## config.mk

```make
export PLATFORM = sky130hd
export DESIGN_NAME = tone_note_queue_player_flat
export DESIGN_NICKNAME = d
export VERILOG_FILES = /design/src/hdl/tnq_pkg.sv /design/src/hdl/tnq_channels.sv /design/src/hdl/tone_note_queue_player.sv /design/src/hdl/tnq_note_ram.sv /design/src/hdl/tnq_divider.sv /design/src/flat_wrapper.sv
export SDC_FILE = /design/constraint.sdc
export NUM_CORES = 2
export LEC_CHECK = 0
export ABC_CLOCK_PERIOD_IN_PS = 13080
export BUFFER_PORTS_ARGS = -buffer_cell sky130_fd_sc_hd__buf_2
export CAP_MARGIN = 30
export CELL_PAD_IN_SITES_DETAIL_PLACEMENT = 1
export CELL_PAD_IN_SITES_GLOBAL_PLACEMENT = 1
export CORE_ASPECT_RATIO = 1.1
export CORE_UTILIZATION = 45
export DETAILED_ROUTE_END_ITERATION = 6
export PLACE_DENSITY = 0.64
export SETUP_SLACK_MARGIN = 0.02
export SLEW_MARGIN = 40
export SYNTH_ARGS = -nofsm -noshare
export SYNTH_HDL_FRONTEND = slang
export SYNTH_HIERARCHICAL = 1
export SYNTH_SLANG_ARGS = --single-unit
```

## constraint.sdc

```tcl
create_clock -name clk -period 13.08 [get_ports clk]
set_clock_uncertainty 0.15 [all_clocks]
set_input_delay 1.308 -clock clk [delete_from_list [all_inputs] [get_ports clk]]
set_output_delay 1.308 -clock clk [all_outputs]
set_load 0.05 [all_outputs]
```

## src/hdl/tnq_pkg.sv

```systemverilog
`default_nettype none
package tnq_pkg;

  localparam int QUEUE_SLOTS = 64;
  localparam int PTR_W       = $clog2(QUEUE_SLOTS);
  localparam int FREQ_W      = 16;
  localparam int DUR_W       = 16;
  localparam int TICKS_W     = 17;
  localparam int DIVISOR_W   = 16;

  // Timer input clock in Hz; the quotient needs all of its bits.
  localparam int PIT_W = 21;
  localparam logic [PIT_W-1:0] PIT_CLOCK = PIT_W'(1193180);

  localparam logic [PTR_W-1:0] LAST_SLOT = PTR_W'(QUEUE_SLOTS - 1);

  localparam logic REQ_OFFER = 1'b0;
  localparam logic REQ_TICK  = 1'b1;

  typedef enum logic [1:0] {
    TONE_NONE    = 2'd0,
    TONE_PROGRAM = 2'd1,
    TONE_OFF     = 2'd2
  } tone_action_t;

  typedef struct packed {
    logic [FREQ_W-1:0]  freq;
    logic [TICKS_W-1:0] ticks;
  } note_t;

  function automatic logic [PTR_W-1:0] next_ptr(input logic [PTR_W-1:0] p);
    return (p == LAST_SLOT) ? '0 : p + PTR_W'(1);
  endfunction

endpackage
`default_nettype wire

```

## src/hdl/tnq_channels.sv

```systemverilog
`default_nettype none
interface tnq_req_if;
  logic                       valid;
  logic                       ready;
  logic                       req_type;
  logic [tnq_pkg::FREQ_W-1:0] note_frequency;
  logic [tnq_pkg::DUR_W-1:0]  note_duration;

  modport source (output valid, output req_type, output note_frequency,
                  output note_duration, input ready);
  modport sink   (input valid, input req_type, input note_frequency,
                  input note_duration, output ready);
endinterface

interface tnq_res_if;
  logic                          valid;
  logic                          ready;
  logic                          accepted;
  logic [1:0]                    tone_action;
  logic [tnq_pkg::DIVISOR_W-1:0] divisor;
  logic                          queue_empty;
  logic                          queue_full;

  modport source (output valid, output accepted, output tone_action, output divisor,
                  output queue_empty, output queue_full, input ready);
  modport sink   (input valid, input accepted, input tone_action, input divisor,
                  input queue_empty, input queue_full, output ready);
endinterface
`default_nettype wire

```

## src/hdl/tone_note_queue_player.sv

```systemverilog
`default_nettype none
// Note queue player for a tone timer. An offer transaction stores a note (frequency and
// duration) unless the queue is full. A tick transaction on a nonempty queue reads the
// head note, then divides the 1193180 Hz timer clock by its frequency in a serial
// restoring divider, one quotient bit per cycle; a tick passes through acceptance, note
// read, 21 divider steps and result load, or only acceptance, note read and result
// load for a silent note. The queue holds QUEUE_SLOTS-1 notes in a dual-port RAM.
// Results sit in an output register, so the next request may be taken in the cycle
// the previous result is consumed.
module tone_note_queue_player (
  input wire logic  clk,
  input wire logic  rst,
  tnq_req_if.sink   req,
  tnq_res_if.source res
);

  typedef enum logic [1:0] {
    ST_IDLE,
    ST_START,
    ST_DIV
  } state_t;

  state_t state;

  logic [tnq_pkg::PTR_W-1:0] read_pointer;
  logic [tnq_pkg::PTR_W-1:0] write_pointer;
  logic [tnq_pkg::PTR_W-1:0] read_pointer_next;
  logic [tnq_pkg::PTR_W-1:0] write_pointer_next;

  logic           mem_we;
  logic [tnq_pkg::PTR_W-1:0] mem_waddr;
  tnq_pkg::note_t mem_wdata;
  tnq_pkg::note_t head;

  logic [tnq_pkg::TICKS_W-1:0]   ticks_dec;
  logic                          div_start;
  logic                          div_done;
  logic [tnq_pkg::DIVISOR_W-1:0] div_quotient;

  logic accept;
  logic is_empty;
  logic is_full;
  logic empty_next;
  logic full_next;
  logic res_load;

  assign req.ready = (state == ST_IDLE) && (!res.valid || res.ready);
  assign accept    = req.valid && req.ready;

  assign is_empty   = (read_pointer == write_pointer);
  assign is_full    = (tnq_pkg::next_ptr(write_pointer) == read_pointer);
  assign empty_next = (read_pointer_next == write_pointer_next);
  assign full_next  = (tnq_pkg::next_ptr(write_pointer_next) == read_pointer_next);

  assign ticks_dec = head.ticks - tnq_pkg::TICKS_W'(1);
  assign div_start = (state == ST_START) && (head.freq != '0);

  // A new result is loaded in this cycle; it takes priority over draining the old one.
  assign res_load = ((state == ST_IDLE) && accept &&
                     !(req.req_type == tnq_pkg::REQ_TICK && !is_empty)) ||
                    ((state == ST_START) && (head.freq == '0)) ||
                    ((state == ST_DIV) && div_done);

  always_comb begin
    read_pointer_next  = read_pointer;
    write_pointer_next = write_pointer;
    mem_we             = 1'b0;
    mem_waddr          = write_pointer;
    mem_wdata.freq     = req.note_frequency;
    mem_wdata.ticks    = {1'b0, req.note_duration} + tnq_pkg::TICKS_W'(1);
    if (state == ST_IDLE) begin
      if (accept && req.req_type == tnq_pkg::REQ_OFFER && !is_full) begin
        mem_we             = 1'b1;
        write_pointer_next = tnq_pkg::next_ptr(write_pointer);
      end
    end else if (state == ST_START) begin
      // Write back the decremented count; the note leaves when it reaches zero.
      mem_we          = 1'b1;
      mem_waddr       = read_pointer;
      mem_wdata.freq  = head.freq;
      mem_wdata.ticks = ticks_dec;
      if (ticks_dec == '0) begin
        read_pointer_next = tnq_pkg::next_ptr(read_pointer);
      end
    end
  end

  tnq_note_ram u_ram (
    .clk   (clk),
    .we    (mem_we),
    .waddr (mem_waddr),
    .wdata (mem_wdata),
    .raddr (read_pointer),
    .rdata (head)
  );

  tnq_divider u_div (
    .clk      (clk),
    .rst      (rst),
    .start    (div_start),
    .divisor  (head.freq),
    .done     (div_done),
    .quotient (div_quotient)
  );

  always_ff @(posedge clk) begin
    if (rst) begin
      state         <= ST_IDLE;
      read_pointer  <= '0;
      write_pointer <= '0;
      res.valid     <= 1'b0;
    end else begin
      read_pointer  <= read_pointer_next;
      write_pointer <= write_pointer_next;
      if (res.valid && res.ready && !res_load) begin
        res.valid <= 1'b0;
      end
      unique case (state)
        ST_IDLE: begin
          if (accept) begin
            if (req.req_type == tnq_pkg::REQ_TICK && !is_empty) begin
              state <= ST_START;
            end else begin
              res.valid       <= 1'b1;
              res.accepted    <= (req.req_type == tnq_pkg::REQ_OFFER) && !is_full;
              res.tone_action <= tnq_pkg::TONE_NONE;
              res.divisor     <= '0;
              res.queue_empty <= empty_next;
              res.queue_full  <= full_next;
            end
          end
        end
        ST_START: begin
          if (head.freq == '0) begin
            state           <= ST_IDLE;
            res.valid       <= 1'b1;
            res.accepted    <= 1'b0;
            res.tone_action <= tnq_pkg::TONE_OFF;
            res.divisor     <= '0;
            res.queue_empty <= empty_next;
            res.queue_full  <= full_next;
          end else begin
            state <= ST_DIV;
          end
        end
        ST_DIV: begin
          if (div_done) begin
            state           <= ST_IDLE;
            res.valid       <= 1'b1;
            res.accepted    <= 1'b0;
            res.tone_action <= tnq_pkg::TONE_PROGRAM;
            res.divisor     <= div_quotient;
            res.queue_empty <= is_empty;
            res.queue_full  <= is_full;
          end
        end
        default: begin
          state <= ST_IDLE;
        end
      endcase
    end
  end

  a_tick_starts_read: assert property (@(posedge clk) disable iff (rst)
    accept && req.req_type == tnq_pkg::REQ_TICK && !is_empty |=> state == ST_START)
    else $error("tick on a nonempty queue did not start a note read");

  a_accept_no_tone: assert property (@(posedge clk) disable iff (rst)
    res.valid && res.accepted |-> res.tone_action == tnq_pkg::TONE_NONE)
    else $error("accepted offer carries a tone action");

  a_flags_exclusive: assert property (@(posedge clk) disable iff (rst)
    res.valid |-> !(res.queue_empty && res.queue_full))
    else $error("queue reported both empty and full");

  a_divisor_only_on_program: assert property (@(posedge clk) disable iff (rst)
    res.valid && res.tone_action != tnq_pkg::TONE_PROGRAM |-> res.divisor == '0)
    else $error("divisor set without a program action");

  a_busy_no_result: assert property (@(posedge clk) disable iff (rst)
    state == ST_DIV && !div_done |=> !$rose(res.valid))
    else $error("result appeared before the division finished");

endmodule
`default_nettype wire

```

## src/hdl/tnq_note_ram.sv

```systemverilog
`default_nettype none
module tnq_note_ram (
  input  wire logic                      clk,
  input  wire logic                      we,
  input  wire logic [tnq_pkg::PTR_W-1:0] waddr,
  input  wire tnq_pkg::note_t            wdata,
  input  wire logic [tnq_pkg::PTR_W-1:0] raddr,
  output tnq_pkg::note_t                 rdata
);

  tnq_pkg::note_t mem [tnq_pkg::QUEUE_SLOTS];

  always_ff @(posedge clk) begin
    if (we) begin
      mem[waddr] <= wdata;
    end
  end

  always_ff @(posedge clk) begin
    rdata <= mem[raddr];
  end

endmodule
`default_nettype wire

```

## src/hdl/tnq_divider.sv

```systemverilog
`default_nettype none
// Restoring divider of the timer clock by a 16-bit frequency, one quotient bit a cycle.
module tnq_divider (
  input  wire logic                          clk,
  input  wire logic                          rst,
  input  wire logic                          start,
  input  wire logic [tnq_pkg::FREQ_W-1:0]    divisor,
  output logic                               done,
  output logic [tnq_pkg::DIVISOR_W-1:0]      quotient
);

  localparam int CNT_W = $clog2(tnq_pkg::PIT_W + 1);

  logic [tnq_pkg::PIT_W-1:0]  dvd;
  logic [tnq_pkg::PIT_W-1:0]  quo;
  logic [tnq_pkg::FREQ_W-1:0] rem;
  logic [tnq_pkg::FREQ_W-1:0] dsr;
  logic [CNT_W-1:0]           count;
  logic                       busy;

  logic [tnq_pkg::FREQ_W:0] trial;
  logic [tnq_pkg::FREQ_W:0] diff;
  logic                     fits;

  always_comb begin
    trial = {rem, dvd[tnq_pkg::PIT_W-1]};
    diff  = trial - {1'b0, dsr};
    fits  = (trial >= {1'b0, dsr});
  end

  assign quotient = quo[tnq_pkg::DIVISOR_W-1:0];

  always_ff @(posedge clk) begin
    if (rst) begin
      busy  <= 1'b0;
      done  <= 1'b0;
      count <= '0;
    end else begin
      done <= 1'b0;
      if (start) begin
        busy  <= 1'b1;
        count <= CNT_W'(tnq_pkg::PIT_W);
        dvd   <= tnq_pkg::PIT_CLOCK;
        quo   <= '0;
        rem   <= '0;
        dsr   <= divisor;
      end else if (busy) begin
        // The remainder stays below the divisor, so 16 bits always hold it.
        dvd   <= {dvd[tnq_pkg::PIT_W-2:0], 1'b0};
        quo   <= {quo[tnq_pkg::PIT_W-2:0], fits};
        rem   <= fits ? diff[tnq_pkg::FREQ_W-1:0] : trial[tnq_pkg::FREQ_W-1:0];
        count <= count - CNT_W'(1);
        if (count == CNT_W'(1)) begin
          busy <= 1'b0;
          done <= 1'b1;
        end
      end
    end
  end

endmodule
`default_nettype wire

```

## src/flat_wrapper.sv

```systemverilog
// flat-port wrapper written by rule: the top's interface ports become plain ports
module tone_note_queue_player_flat 
  (clk, rst, req_valid, req_req_type, req_note_frequency, req_note_duration, req_ready, res_valid, res_accepted, res_tone_action, res_divisor, res_queue_empty, res_queue_full, res_ready);
  tnq_req_if req_i ();
  tnq_res_if res_i ();
  input wire logic clk;
  input wire logic rst;
  input wire logic [$bits(req_i.valid)-1:0] req_valid;
  input wire logic [$bits(req_i.req_type)-1:0] req_req_type;
  input wire logic [$bits(req_i.note_frequency)-1:0] req_note_frequency;
  input wire logic [$bits(req_i.note_duration)-1:0] req_note_duration;
  output wire logic [$bits(req_i.ready)-1:0] req_ready;
  output wire logic [$bits(res_i.valid)-1:0] res_valid;
  output wire logic [$bits(res_i.accepted)-1:0] res_accepted;
  output wire logic [$bits(res_i.tone_action)-1:0] res_tone_action;
  output wire logic [$bits(res_i.divisor)-1:0] res_divisor;
  output wire logic [$bits(res_i.queue_empty)-1:0] res_queue_empty;
  output wire logic [$bits(res_i.queue_full)-1:0] res_queue_full;
  input wire logic [$bits(res_i.ready)-1:0] res_ready;
  assign req_i.valid = req_valid;
  assign req_i.req_type = req_req_type;
  assign req_i.note_frequency = req_note_frequency;
  assign req_i.note_duration = req_note_duration;
  assign req_ready = req_i.ready;
  assign res_valid = res_i.valid;
  assign res_accepted = res_i.accepted;
  assign res_tone_action = res_i.tone_action;
  assign res_divisor = res_i.divisor;
  assign res_queue_empty = res_i.queue_empty;
  assign res_queue_full = res_i.queue_full;
  assign res_i.ready = res_ready;
  tone_note_queue_player u_core (.clk(clk), .rst(rst), .req(req_i), .res(res_i));
endmodule
```

# Word level (Yosys, flattened, before mapping)
# Memories as Yosys holds them, arrays and structs flattened. A register that Yosys moved wholly into a read port is not among the register bits.
# Cells that the tools add are included.
# op_classes
n_addsub	7
order_cmp	1
n_eq_ne	15
mux	63
bitwise_logic	3
reduce_logical	33
# ops
operator	count
2-to-1 mux 16 bit	7
2-to-1 mux 33 bit	2
2-to-1 mux 6 bit	10
case mux 16 bit (3 select lines)	1
2-to-1 mux 1 bit	26
== test 6 bit	4
2-to-1 mux 21 bit	1
adder 6 x 1 -> 6 bit (second input constant)	3
== test 6 bit (second input constant)	3
adder 16 x 1 -> 17 bit (second input constant)	1
greater-or-equal comparator 17 x 16 -> 1 bit	1
logical NOT 17 bit	1
subtractor 17 x 1 -> 17 bit (second input constant)	1
logical NOT 16 bit	1
2-to-1 mux 2 bit	8
nonzero test 16 bit	1
subtractor 16 bit	1
logical AND 1 bit	13
case mux 1 bit (3 select lines)	4
case mux 2 bit (3 select lines)	2
2-to-1 mux 5 bit	2
inequality test 2 bit (second input constant)	4
AND reduction 6 bit	1
== test 5 x 1 -> 1 bit (second input constant)	1
14 further kinds	23
# totals
regBits	110
mem_bits_rw	2112
inputBits	37
out_inout_bits	23
wordCells	140
memories	1
# memory_table
name	depth	word_bits	rd	rd_clocked_by_memory_dff	write_ports	line_no	rtl
u_core.u_ram.mem	64	33	1	1	1	tnq_note_ram.sv:11	tnq_pkg::note_t mem [tnq_pkg::QUEUE_SLOTS];

# Depth between registers and ports, before layout
# logic_depth
word_depth	14
ltp_mapped	14
mapped_depth_nobuf	13

# Cells and area by module
# Netlist, hierarchy kept.
# by_module_without_submodules
mod	n_inst	cells_per_inst	area_each_um2
tnq_note_ram	1	3598	81187.9
tnq_divider	1	309	3731.1
tone_note_queue_player	1	445	3278.1

# Worst setup path before layout
# No wires, ideal clock.
# synth_timing
path_type	input-to-reg
startpoint	in res_ready
endpoint	mem u_core/u_ram/mem[48][0] in the netlist's numbering (enable)
arrival_time_ps	6017
required_ps	12466
path_slack_ps	6449
cell_stages	10
n_path_buf	1
cell_sequence	inv_1 a21boi_0 nand2_1 nor2_1 o21ai_1 clkbuf_1 nand2_1 nor2b_1 nand4b_1 nor3_1
# synth_via
elab_chain_cells	9
# synth_lines
element	line_no	rtl
start: declaration	flat_wrapper.sv:19	input wire logic [$bits(res_i.ready)-1:0] res_ready;
logical OR 1 bit	tone_note_queue_player.sv:47	assign req.ready = (state == ST_IDLE) && (!res.valid || res.ready);
logical AND 1 bit	tone_note_queue_player.sv:47	
via req_ready	flat_wrapper.sv:12	output wire logic [$bits(req_i.ready)-1:0] req_ready;
logical AND 1 bit	tone_note_queue_player.sv:48	assign accept = req.valid && req.ready;
logical AND 1 bit (2 in series)	tone_note_queue_player.sv:72	if (accept && req.req_type == tnq_pkg::REQ_OFFER && !is_full) begin
2-to-1 mux 1 bit	tone_note_queue_player.sv:72	
2-to-1 mux 1 bit	tone_note_queue_player.sv:71	if (state == ST_IDLE) begin
via u_core.mem_we	tone_note_queue_player.sv:30	logic mem_we;
2-to-1 mux 1 bit	tnq_note_ram.sv:14	if (we) begin
2-to-1 mux 1 bit (implied by the code)	tnq_note_ram.sv:15	mem[waddr] <= wdata;
end: declaration	tnq_note_ram.sv:11	
# The timed path passes the listed nets, and every way through them passes these cells.

# Final worst setup path
# layout_timing
startpoint	reg u_core/write_pointer[0] in the netlist's numbering
endpoint	mem u_core/u_ram/mem[16][2] in the netlist's numbering (enable)
# layout_via
elab_chain_cells	9
word_cells_on_any_way	12
# layout_lines
element	line_no	rtl
start: declaration	tone_note_queue_player.sv:26	logic [tnq_pkg::PTR_W-1:0] write_pointer;
start signal: assignment	tone_note_queue_player.sv:114	write_pointer <= write_pointer_next;
adder 6 x 1 -> 6 bit / == test 6 bit (equally long branches)	tnq_pkg.sv:32	return (p == LAST_SLOT) ? '0 : p + PTR_W'(1);
2-to-1 mux 6 bit (*)	tnq_pkg.sv:32	
== test 6 bit (*)	tone_note_queue_player.sv:51	assign is_full = (tnq_pkg::next_ptr(write_pointer) == read_pointer);
logical NOT 1 bit (*)	tone_note_queue_player.sv:72	
logical AND 1 bit (*)	tone_note_queue_player.sv:72	
2-to-1 mux 1 bit (*)	tone_note_queue_player.sv:72	
2-to-1 mux 1 bit (*)	tone_note_queue_player.sv:71	
via u_core.mem_we	tone_note_queue_player.sv:30	
2-to-1 mux 1 bit (*)	tnq_note_ram.sv:14	
2-to-1 mux 1 bit (implied by the code) (*)	tnq_note_ram.sv:15	
# The timed path passes the listed nets; every way through them passes the cells marked *.

==> impl_metrics.csv <==
group,metric,value,unit
floorplanning,die_h,466,microns
timing,finalMaxSlewViolations,0,
timing,relative_slew_slack,37.9,%
synthesis,yosys.area.top_type,"edfxtp_1",
floorplanning,die_x,424,microns
synthesis,postSynthRegisterBits,2255,
critical_path,critical_path_peak_fanout,15,
clock_tree,clock_root_buffer,"clkbuf_16",
timing,final_hold_viol_count,0,
clock_tree,cts.reportedPaths.clkPinSlew,0.06,ns
placement,io_buffer_count,59,
drt,detail_route.wirelength,256000,microns
floorplanning,start_util,45.3,%
timing,grt_setup_unrepaired,"false",
clock_tree,worstSkewPairLatency,0.88,ns
drt,drc_errors,13,
drt,detail_route.iter0.violations,5170,
drt,post_route_ant_nets,0,
critical_path,regToRegStartpoint,"u_core/write_pointer[0]",
drt,routed_via_density,6.16,
synthesis,ys.warnings.count,6,
drt,vias,45300,
global_routing,antenna_found_initial,27,
power,ir_worst_vdd,139,uV
critical_path,cp.required,13.54,ns
placement,final_hpwl_dp,157000,microns
timing,report.final.setup_viol,0,
global_routing,first_global_vias,46100,
clock_tree,cts_num_sinks,2255,
drt,wire_per_inst,34.8,microns
timing,finalCriticalPeriod,5.15,ns
finish,area_growth,14.0,%
clock_tree,tritoncts_clock_tree,"done",
clock_tree,postCtsHoldBufs,0,
clock_tree,post_cts_resized,0,
critical_path,critical_path.slowest_cell,"nand2_1",
critical_path,critPathMaxStageDelay,0.70,ns
synthesis,synth-main-ff-cell,"edfxtp_1",
timing,min_period_over_period,39.3,%
clock_tree,max-clock-path-buffers,3,
synthesis,synth_enable_flop_cells,2200,
hold_path,hold_start,"u_core/u_ram/rdata[27]",
critical_path,critical-path-top-delay-family,"simple AND/OR/NAND/NOR gates",
critical_path,worstPathCellList,"ha_1 > nand3_1 > nor2_1 > mux2_2 > or4_1 > o21ai_1 > buf_4 > nand2_1 > nor2b_1 > nand2_1 > nor2_4 > buf_16 > buf_8",
synthesis,synth.avg_cell_area,20.3,sq um
critical_path,crit_start,"u_core/write_pointer[0]",
synthesis,seq_area_frac_synth,76.2,%
floorplanning,pin_count,60,
global_routing,gr-total-overflow,0,
status,failing_checks,"DRC",
synthesis,syn-instance-count,4352,
drt,drt-pass1-iter-count,7,
hold_path,hold_path.class,"register to register",
global_routing,wire_length_of_the_first_global_routing_pass,359000,microns
finish,fillers,17200,
timing,maximum_clock_frequency,0.194,GHz
status,status,"finished with violations",
critical_path,crit_type,"register to register",
timing,totalNegativeSetupSlack,0,ns
finish,drive_gt1_share,25.2,%
floorplanning,placeable_core_region,0.195,sq mm
power,power_leakage,30.7,nW
clock_tree,number_of_levels_in_the_clock_h_tree,4,
finish,multi_input_comb_area,0.0206,sq mm
global_routing,grt_max_degree,98,
floorplanning,dieArea,0.198,sq mm
clock_tree,cts_buffers,218,
finish,layout.cells.most_common_list,"edfxtp_1, mux4_2, clkbuf_16",
clock_tree,cts_setup_buffers,0,
critical_path,cp_common_cell,"nand2_1",
critical_path,cp_data_arrival_time,5.61,ns
finish,regArea,0.0672,sq mm
finish,mostFrequentLayoutCell,"edfxtp_1",
synthesis,async_reset_ff_share,0,%
timing,worst_pin_slew,0.929,ns
finish,finalCoreUtilization,51.6,%
run,count_of_maximum_capacitance_violations,0,
placement,place.gp.congestion,0.850,
critical_path,cp.buffers_inverters,3,
power,power.density,146,mW/mm^2
global_routing,global_route.usage.total,26.0,%
critical_path,setup.worst_path.end_class,"register",
synthesis,share_of_the_synthesized_area_in_the_top_cell_type,74.9,%
critical_path,critical_path.startpoint_type,"register",
synthesis,mappedNetlistArea,0.0882,sq mm
floorplanning,num_rows,170,
synthesis,postSynthNetCount,4418,
finish,fin_nets,4628,
synthesis,count_of_different_cell_masters_after_synthesis,80,
synthesis,synth.top_cells.by_area,"edfxtp_1, mux4_2, dfxtp_1, mux2i_1, nand2_1",
where the power goes:
group	switching, mW	total [mW]	internal [mW]
Clock	2.73	6.26	3.52
Sequential	0.0317	8.01	7.98
Combinational	0.299	0.380	0.0818
Total	3.06	14.6	11.6
cell type report:
| class | count | share of cell area [%] |
|---|---|---|
| multi-input combinational | 1821 | 20.5 |
| clock buffer | 294 | 5.87 |
| inverter | 40 | 0.149 |
| clock inverter | 109 | 1.18 |
| timing repair buffer | 226 | 2.15 |
| tap | 2580 | 3.21 |
| sequential | 2255 | 66.8 |
| antenna | 30 | 0.0747 |
state kept, by name, indices dropped and copies added, names as in the netlist, 16 cells and up:
register / cells
u_core/u_div/quo: 16
u_core/u_ram/rdata: 33
u_core/u_ram/mem: 2112
u_core/res.divisor: 16
u_core/u_div/rem: 16
u_core/u_div/dvd: 19
u_core/u_div/dsr: 16
stage by stage:
step                worst slack [ns]  hold slack, ns  cells  cell area [sq um]  power [mW]
floorplan                       6.45           0.280   4352              88200        8.33
global placement                7.60           0.311   6881              92300        8.52
detailed placement              7.94           0.314   6920              93300        8.54
CTS                             7.99           0.329   7323             100000        14.8
global route                    7.75           0.361   7350             100000        15.0
finish                          7.93           0.338   7355             101000        14.6
worst paths after layout:
| check | endpoint | slack, ns | cells past startpoint |
|---|---|---|---|
| setup / recovery | u_core/u_ram/mem[16][2] | 7.93 | 13 |
| hold / removal | u_core/u_div/dsr[10] | 0.34 | 0 |
| hold reg to reg | u_core/u_div/dsr[10] | 0.34 | 0 |
| setup reg to reg | u_core/u_ram/mem[16][2] | 7.93 | 13 |
worst reg2reg max path, cell delays in order, from the launching register on:
cell	delay, ns
dfxtp_1	0.62
ha_1	0.39
nand3_1	0.18
nor2_1	0.28
mux2_2	0.37
or4_1	0.56
o21ai_1	0.16
buf_4	0.23
nand2_1	0.28
nor2b_1	0.31
nand2_1	0.70
nor2_4	0.25
buf_16	0.25
buf_8	0.17
metal layers:
metal | up-vias | GRT usage [%] | share of wire [%]
met3 | 391 | 4.30 | 7.5
met1 | 24600 | 36.0 | 40
met2 | 1836 | 40.9 | 48
met5 | - | 0 | 0.013
li1 | 18500 | - | -
met4 | 6 | 11.3 | 4.2
logic make-up after synthesis:
| logic type | Yosys count | synth area share, % |
|---|---|---|
| compound gates | 394 | 3.30 |
| buf+inv | 276 | 1.67 |
| xor+xnor | 63 | 0.626 |
| mux | 603 | 13.7 |
| flops | 2255 | 76.2 |
| fa+ha+maj | 29 | 0.420 |
| simple gates | 732 | 4.10 |
cells in the mapped netlist, types with 12 or more instances:
cell type  number
nand2_1       219
and2_1         32
o22ai_1        64
xor2_1         36
buf_4          22
and3_1         24
a21oi_1        38
edfxtp_1     2200
mux2i_1       110
nand3_1       107
buf_2          54
clkbuf_1      111
a22oi_1        77
xnor2_1        27
nor4_1         12
dfxtp_1        55
buf_6          30
o21ai_0        43
nor2b_1        53
a211oi_2       14
buf_1          13
ha_1           28
o221ai_1       46
nor2_1        145
nor3_1         21
or2_2          13
nand4_1        49
nand2b_1       16
inv_1          37
a211oi_1       25
mux4_2        485
No activity file was read; power rests on OpenSTA's default activity.
